[src/rtl/rspi_pkg.sv]
// Shared types, widths and codes for the ray/sphere/plane intersection pipeline.
// No dependencies; every other rtl file imports this package.
package rspi_pkg;

	localparam int DIR_FRAC_BITS = 14;

	localparam int CRD_W  = 32;
	localparam int DIR_W  = 16;
	localparam int RAD_W  = 31;
	localparam int DIST_W = 32;

	localparam int LD_W  = CRD_W + DIR_W;           // coord * unit product
	localparam int SUM_W = LD_W + 2;                // sum of three products
	localparam int UB_W  = LD_W;                    // |dot(coord, unit)|
	localparam int LL_W  = 2 * CRD_W;               // |L|^2
	localparam int RR_W  = 2 * RAD_W;               // r^2
	localparam int DN_W  = 2 * DIR_W;               // unit * unit product
	localparam int DA_W  = DN_W + 2;
	localparam int UA_W  = DN_W;                    // |d.n|
	localparam int LO_W  = UB_W / 2;                // low half of B for B^2
	localparam int HI_W  = UB_W - LO_W;
	localparam int LHS_W = LL_W + 2 * DIR_FRAC_BITS;
	localparam int BB_W  = 2 * UB_W;
	localparam int Q_W   = ((LHS_W > BB_W) ? LHS_W : BB_W) + 1;
	localparam int SQ_W  = (Q_W + 1) / 2;           // root bits, one per stage
	localparam int RD_W  = 2 * SQ_W;                // radicand, padded to even
	localparam int T_W   = ((UB_W > SQ_W) ? UB_W : SQ_W) + 1;
	localparam int NUM_W = UB_W + DIR_FRAC_BITS;    // plane dividend
	localparam int QB    = DIST_W;                  // quotient bits, one per stage
	localparam int DR_W  = (NUM_W > UA_W + QB) ? NUM_W : UA_W + QB;
	localparam int PAD   = SQ_W - QB;               // divider delay to match sqrt

	localparam logic [1:0] KIND_SPHERE = 2'd0;
	localparam logic [1:0] KIND_PLANE  = 2'd1;

	typedef enum logic [2:0] {
		CAUSE_HIT          = 3'd0,
		CAUSE_BEHIND       = 3'd1,
		CAUSE_NO_ROOT      = 3'd2,
		CAUSE_NONPOS       = 3'd3,
		CAUSE_PARALLEL     = 3'd4,
		CAUSE_PLANE_BEHIND = 3'd5,
		CAUSE_KIND         = 3'd6
	} cause_t;

	// travels alongside the sqrt stages
	typedef struct packed {
		logic            plane;
		logic            sat;
		cause_t          cause;
		logic [UB_W-1:0] b;
	} meta_t;

	typedef struct packed {
		logic [UA_W-1:0]  ua;
		logic [NUM_W-1:0] num;
	} div_req_t;

endpackage

[src/rtl/rspi_back.sv]
// Result stage: picks the root, truncates and saturates, settles the miss cause.
// Depends on rspi_pkg.
module rspi_back (
	input  logic                       clk,
	input  logic                       arst_n,
	input  logic                       in_vld,
	input  rspi_pkg::meta_t            meta,
	input  logic [rspi_pkg::SQ_W-1:0]  root,
	input  logic [rspi_pkg::QB-1:0]    quo,
	output logic                       done,
	output logic                       hit,
	output logic [rspi_pkg::DIST_W-1:0] distance,
	output logic [2:0]                 miss_cause
);
	import rspi_pkg::*;

	logic [T_W-1:0]    t;
	logic [T_W-1:0]    tq;
	logic [DIST_W-1:0] sph_d;
	logic [DIST_W-1:0] pln_d;
	logic [DIST_W-1:0] dsel;
	cause_t            cause;

	logic              done_q;
	logic              hit_q;
	logic [DIST_W-1:0] dist_q;
	cause_t            cause_q;

	always_comb begin
		// nearer root B - sqrt(q) unless that goes negative
		t     = (T_W'(root) <= T_W'(meta.b)) ? (T_W'(meta.b) - T_W'(root))
			: (T_W'(meta.b) + T_W'(root));
		tq    = t >> DIR_FRAC_BITS;
		sph_d = (|tq[T_W-1:DIST_W]) ? '1 : tq[DIST_W-1:0];
		pln_d = meta.sat ? '1 : quo;
		dsel  = meta.plane ? pln_d : sph_d;
		priority if (meta.cause != CAUSE_HIT) begin
			cause = meta.cause;
		end else if (dsel == '0) begin
			cause = meta.plane ? CAUSE_PLANE_BEHIND : CAUSE_NONPOS;
		end else begin
			cause = CAUSE_HIT;
		end
	end

	always_ff @(posedge clk or negedge arst_n) begin
		if (!arst_n) begin
			done_q <= 1'b0;
		end else begin
			done_q <= in_vld;
		end
	end

	always_ff @(posedge clk) begin
		hit_q   <= (cause == CAUSE_HIT);
		dist_q  <= (cause == CAUSE_HIT) ? dsel : '0;
		cause_q <= cause;
	end

	assign done       = done_q;
	assign hit        = hit_q;
	assign distance   = dist_q;
	assign miss_cause = cause_q;

endmodule

[config.mk]
export PLATFORM = sky130hd
export DESIGN_NAME = rspi_back
export DESIGN_NICKNAME = d
export VERILOG_FILES = /design/src/rtl/rspi_pkg.sv /design/src/rtl/rspi_back.sv
export SDC_FILE = /design/constraint.sdc
export NUM_CORES = 1
export LEC_CHECK = 0
export BUFFER_PORTS_ARGS = -buffer_cell sky130_fd_sc_hd__buf_4
export CORE_MARGIN = 2
export CORE_UTILIZATION = 40
export CTS_CLUSTER_SIZE = 30
export DETAILED_ROUTE_END_ITERATION = 7
export SETUP_SLACK_MARGIN = 0.02
export SLEW_MARGIN = 5
export SYNTH_ARGS = -nofsm -noshare
export SYNTH_HDL_FRONTEND = slang
export SYNTH_SLANG_ARGS = --single-unit
[constraint.sdc]
create_clock -name clk -period 0.8 [get_ports clk]
set_input_delay 0.04 -clock clk [delete_from_list [all_inputs] [get_ports clk]]
set_output_delay 0.04 -clock clk [all_outputs]
set_load 0.01 [all_outputs]
# Word-level counts from Yosys, hierarchy flattened
# Cells that the tools add are included.
[totals]
reg_bits = 37
in_bits = 137
output_inout_bits = 37
word_cells = 18
[op_classes]
n_addsub = 2
magnitude_cmp = 1
muxes = 7
n_reduce_logical = 4
[op_table]
columns = ["cell", "n"]
rows = [
  ["$mux 32", 3],
  ["$add 48x49->50", 1],
  ["$mux 50", 1],
  ["$sub 48x49->50", 1],
  ["$le 49x48->1", 1],
  ["$logic_not 32->1", 1],
  ["$mux 3", 3],
  ["$reduce_or 4->1", 1],
  ["$logic_not 3->1", 1],
  ["$reduce_bool 3->1", 1],
]

# Logic depth before layout (Yosys ltp)
[depth]
word_depth = 9
mapped_depth = 18
mapped_depth_nobuf = 15

# Worst setup path after synthesis
# OpenSTA, ideal clock, no wires.
[synth_path]
kind = "input -> register"
start = "in root[6] in the netlist's numbering"
end = "reg cause_q[1] (netlist: miss_cause[1])"
setup_ns = 0.059
arrival_time_ns = 3.090
required_ns = 0.741
slack_ns = -2.349
stages = 16
n_path_buf = 1
path_cell_list = "inv_1 > ha_1 > a21oi_2 > o21ai_1 > a21o_1 > o211a_1 > o211a_1 > o21ai_4 > nand2_4 > buf_2 > a21o_1 > a211o_1 > a2111o_1 > nor4_1 > and4_4 > a31o_1"
[synth_via]
elab_chain_len = 8
[synth_rtl]
columns = ["item", "line", "text"]
rows = [
  ["start, declared", "rspi_back.sv:8", "input logic [rspi_pkg::SQ_W-1:0] root,"],
  ["$add 48x49->50, or another cell as far along", "rspi_back.sv:32", ": (T_W'(meta.b) + T_W'(root));"],
  ["$mux 50 *", "rspi_back.sv:31", "t = (T_W'(root) <= T_W'(meta.b)) ? (T_W'(meta.b) - T_W'(root))"],
  ["$reduce_or 4->1", "rspi_back.sv:34", "sph_d = (|tq[T_W-1:DIST_W]) ? '1 : tq[DIST_W-1:0];"],
  ["$mux 32 *", "rspi_back.sv:34", ""],
  ["$mux 32 *", "rspi_back.sv:36", "dsel = meta.plane ? pln_d : sph_d;"],
  ["$logic_not 32->1 *", "rspi_back.sv:39", "end else if (dsel == '0) begin"],
  ["$mux 3 *", "rspi_back.sv:39", ""],
  ["$mux 3 *", "rspi_back.sv:37", "priority if (meta.cause != CAUSE_HIT) begin"],
  ["net cause[1]", "rspi_back.sv:22", "cause_t cause;"],
  ["end signal, assigned", "rspi_back.sv:57", "cause_q <= cause;"],
  ["end, declared", "rspi_back.sv:27", "cause_t cause_q;"],
]
# The timed path passes the listed nets; every way through them passes the cells marked *.
# A chain may end at the register's enable or synchronous reset.

# Worst setup path in the final report
[layout_path]
start = "in root[3] in the netlist's numbering"
end = "reg cause_q[2] (netlist: miss_cause[2])"
# Same word-level chain as after synthesis.

==> run_results.csv <==
group,metric,value,unit
critical_path,setup.worst_path.end_class,"flip-flop",
synthesis,post_synth_num_cell_types,85,
floorplanning,io_pins,174,
critical_path,cp-start-kind,"input pin",
synthesis,avgSynthCellArea,6.95,sq um
finish,final_util,81.1,%
cts,clockBufferDepth,2,
finish,layout_common_cells,"buf_4, inv_1, a21oi_1",
floorplanning,initial_core_util,41.0,%
power_and_ir_drop,p_leak,6.88,nW
timing,setup_viol,37,
cts,cts_sinks,37,
synthesis,yosys_warnings,0,
cts,cts_buffers,5,
floorplanning,rows,49,
finish,fin_nets,1955,
route,dr.pass1.iters,5,
route,drcViolationCount,0,
finish,fin_area,0.0146,sq mm
route,wl,40.0,mm
synthesis,yosysTopAreaCellShare,16.3,%
timing,rsz0062_at_grt,"yes",
finish,fillers,1216,
timing,report.final.slew_viol_count,0,
critical_path,worstPathMaxFanout,8,
grt,grt_pass1_vias,11200,
route,vias_per_cell,5.86,
timing,period_needed,3.43,ns
critical_path,crit_top_cell,"a21oi_1",
finish,final_cells,1952,
synthesis,synth.area.top_cells,"ha_1, dfxtp_1, a21oi_1",
placed_design,dp.cells,1888,
grt,grt_overflow,0,
worst_hold_path,min_path_cells,2,
route,ant_nets,0,
worst_hold_path,hp-class,"input pin to flip-flop",
synthesis,synth_edf_count,0,
timing,tightest_slew,0.545,ns
critical_path,cp.arrival,3.65,ns
outcome,status,"finished with violations",
cts,htree_levels,2,
finish,layout_commonest_cell,"buf_4",
timing,max_slew_margin,63.3,%
finish,drive_gt1_share,55.0,%
placed_design,gp_congestion,1.06,
timing,hold_viol,0,
synthesis,yosysTopAreaCell,"ha_1",
synthesis,synth_ff_type,"dfxtp_1",
placed_design,port_buffers,173,
power_and_ir_drop,ir_worst_vdd,1.81,mV
floorplanning,die-width,140,microns
route,drt_iter0_drc,1054,
critical_path,worstSetupPathType,"input pin to flip-flop",
power_and_ir_drop,p_per_area,1110,mW/mm^2
grt,antenna_found_initial,0,
critical_path,crit_path_top_delay_cell,"mux2i_1",
critical_path,worstPathCellList,"buf_4 > inv_1 > ha_4 > a21oi_1 > nor2_1 > o31a_1 > o211a_4 > o211ai_2 > a21oi_1 > buf_4 > nor2_4 > buf_6 > mux2i_1 > xnor2_1 > nand3b_1 > a21oi_1 > and4_4 > a31o_1",
cts,cts_tree,"yes",
placed_design,place_area,0.0125,sq mm
synthesis,yosysSeqAreaShare,10.1,%
floorplanning,dieArea,0.0196,sq mm
finish,area_growth_syn_to_layout,97.8,%
finish,diodes,0,
worst_hold_path,min_to,"distance[25]",
route,dr_total_vias,11400,
cts,path_clk_slew,0.06,ns
synthesis,ys_async_sr_fraction,2.70,%
outcome,violations,"negative setup slack",
worst_hold_path,hp-start,"quo[25]",
timing,timing.final.ws_setup,-2.63,ns
grt,grt_max_degree,32,
grt,grt_first_pass_wirelength,60.0,mm
floorplanning,core_region_area,0.0180,sq mm
route,post_drt_wl_per_cell,20.5,microns
placed_design,dp_hpwl,30.4,mm
grt,track_usage,38.0,%
critical_path,slowest_delay,0.41,ns
synthesis,syn_inst,1063,
synthesis,synth_nets,1296,
timing,fmax,292,MHz
flow_run,cap_violations,0,
synthesis,syn_area,0.00739,sq mm
cts,cts-root-buf,"clkbuf_16",
critical_path,crit_required,1.02,ns
timing,finalCritPeriodShare,428,%
floorplanning,die_y,140,microns
synthesis,synth_seq_cells,37,
placed_design,place_ws,-3.08,ns
per-stage QoR:
stage	hold slack, ns	TNS [ns]	power [mW]
2_1_floorplan	-0.256	-69.34	6.13
3_3_place_gp	-0.178	-95.77	11.5
3_5_place_dp	-0.174	-95.96	11.6
4_1_cts	0.0349	-78.28	15.1
5_1_grt	0.0516	-86.91	16.8
6_report	0.0434	-82.51	16.2
power by group:
part	internal, mW	leakage (nW)	switching (mW)
registers	1.93	0.311	0.0348
logic	5.98	6.49	5.88
clock network	1.56	0.0841	0.795
worst max-delay path by stage:
stage / start / to / slack [ns] / cells after the start
2_1_floorplan: root[27] / miss_cause[1] / -2.29 / 16
4_1_cts: meta[12] / miss_cause[1] / -2.50 / 16
3_3_place_gp: meta[21] / hit / -3.00 / 19
3_5_place_dp: root[4] / miss_cause[2] / -3.08 / 16
6_report: root[3] / miss_cause[2] / -2.63 / 18
5_1_grt: root[46] / miss_cause[2] / -2.76 / 19
sequential cells by signal, summed over array words and instances (netlist names):
signal      count
distance       32
done            1
hit             1
miss_cause      3
area by class of cell:
class                           count  area, sq um  area share, %
Sequential cell                    37          758           5.19
Timing Repair Buffer              705         5530           37.8
Clock buffer                        7          143          0.976
Multi-Input combinational cell    876         7480           51.2
Inverter                           97          393           2.69
Tap cell                          229          287           1.96
Clock inverter                      1         30.0          0.205
cell families after synthesis:
family | count (synthesis) | synth area share, %
AOI/OAI and AO/OA | 406 | 36.7
and+or+nand+nor | 330 | 23.2
buffers and inverters | 150 | 8.28
adders and majority gates | 96 | 16.3
DFF | 37 | 10.1
xor gates and xnor gates | 30 | 3.56
muxes | 14 | 1.90
synth_stat cells (5+ instances only):
master and instances:
a211oi_1 15, a21boi_0 7, a21o_1 18, a21oi_1 126
a21oi_2 5, a221oi_1 6, a31oi_1 15, and3_1 5
buf_2 24, clkbuf_1 22, dfxtp_1 36, ha_1 96
inv_1 97, mux2i_1 14, nand2_1 61, nand2b_1 14
nand3_1 25, nand4_1 25, nor2_1 76, nor2b_1 18
nor3_1 41, nor4_1 23, o211ai_1 12, o21ai_0 75
o21bai_1 15, o221a_2 11, o31a_1 8, o31ai_1 21
or3_1 13, xnor2_1 28
what timing repair did:
item,CTS,global route
setup buffers,39,22
endpoints found under the setup margin,39,47
pin swaps,56,56
hold endpoints to repair,2,0
resized for setup,190,119
hold buffers,2,0
cloned,1,0
metal layers:
layer / global-route usage [%] / vias to the layer above / routed length [microns]
met5: 0 / - / 0
met4: 14.3 / 0 / 1590
met3: 7.42 / 123 / 3670
met2: 62.5 / 671 / 18200
met1: 49.5 / 5350 / 16500
li1: - / 5285 / -
worst max-delay path: cells and delay by family:
kind,cells,cell delay [ns]
buffers and inverters,4,0.58
AO/OA/AOI/OAI,7,1.40
multiplexers,1,0.41
XOR/XNOR,1,0.28
AND/OR/NAND/NOR,4,0.71
adder cells (fa/ha/maj),1,0.22
No activity file was read; power rests on OpenSTA's default activity.
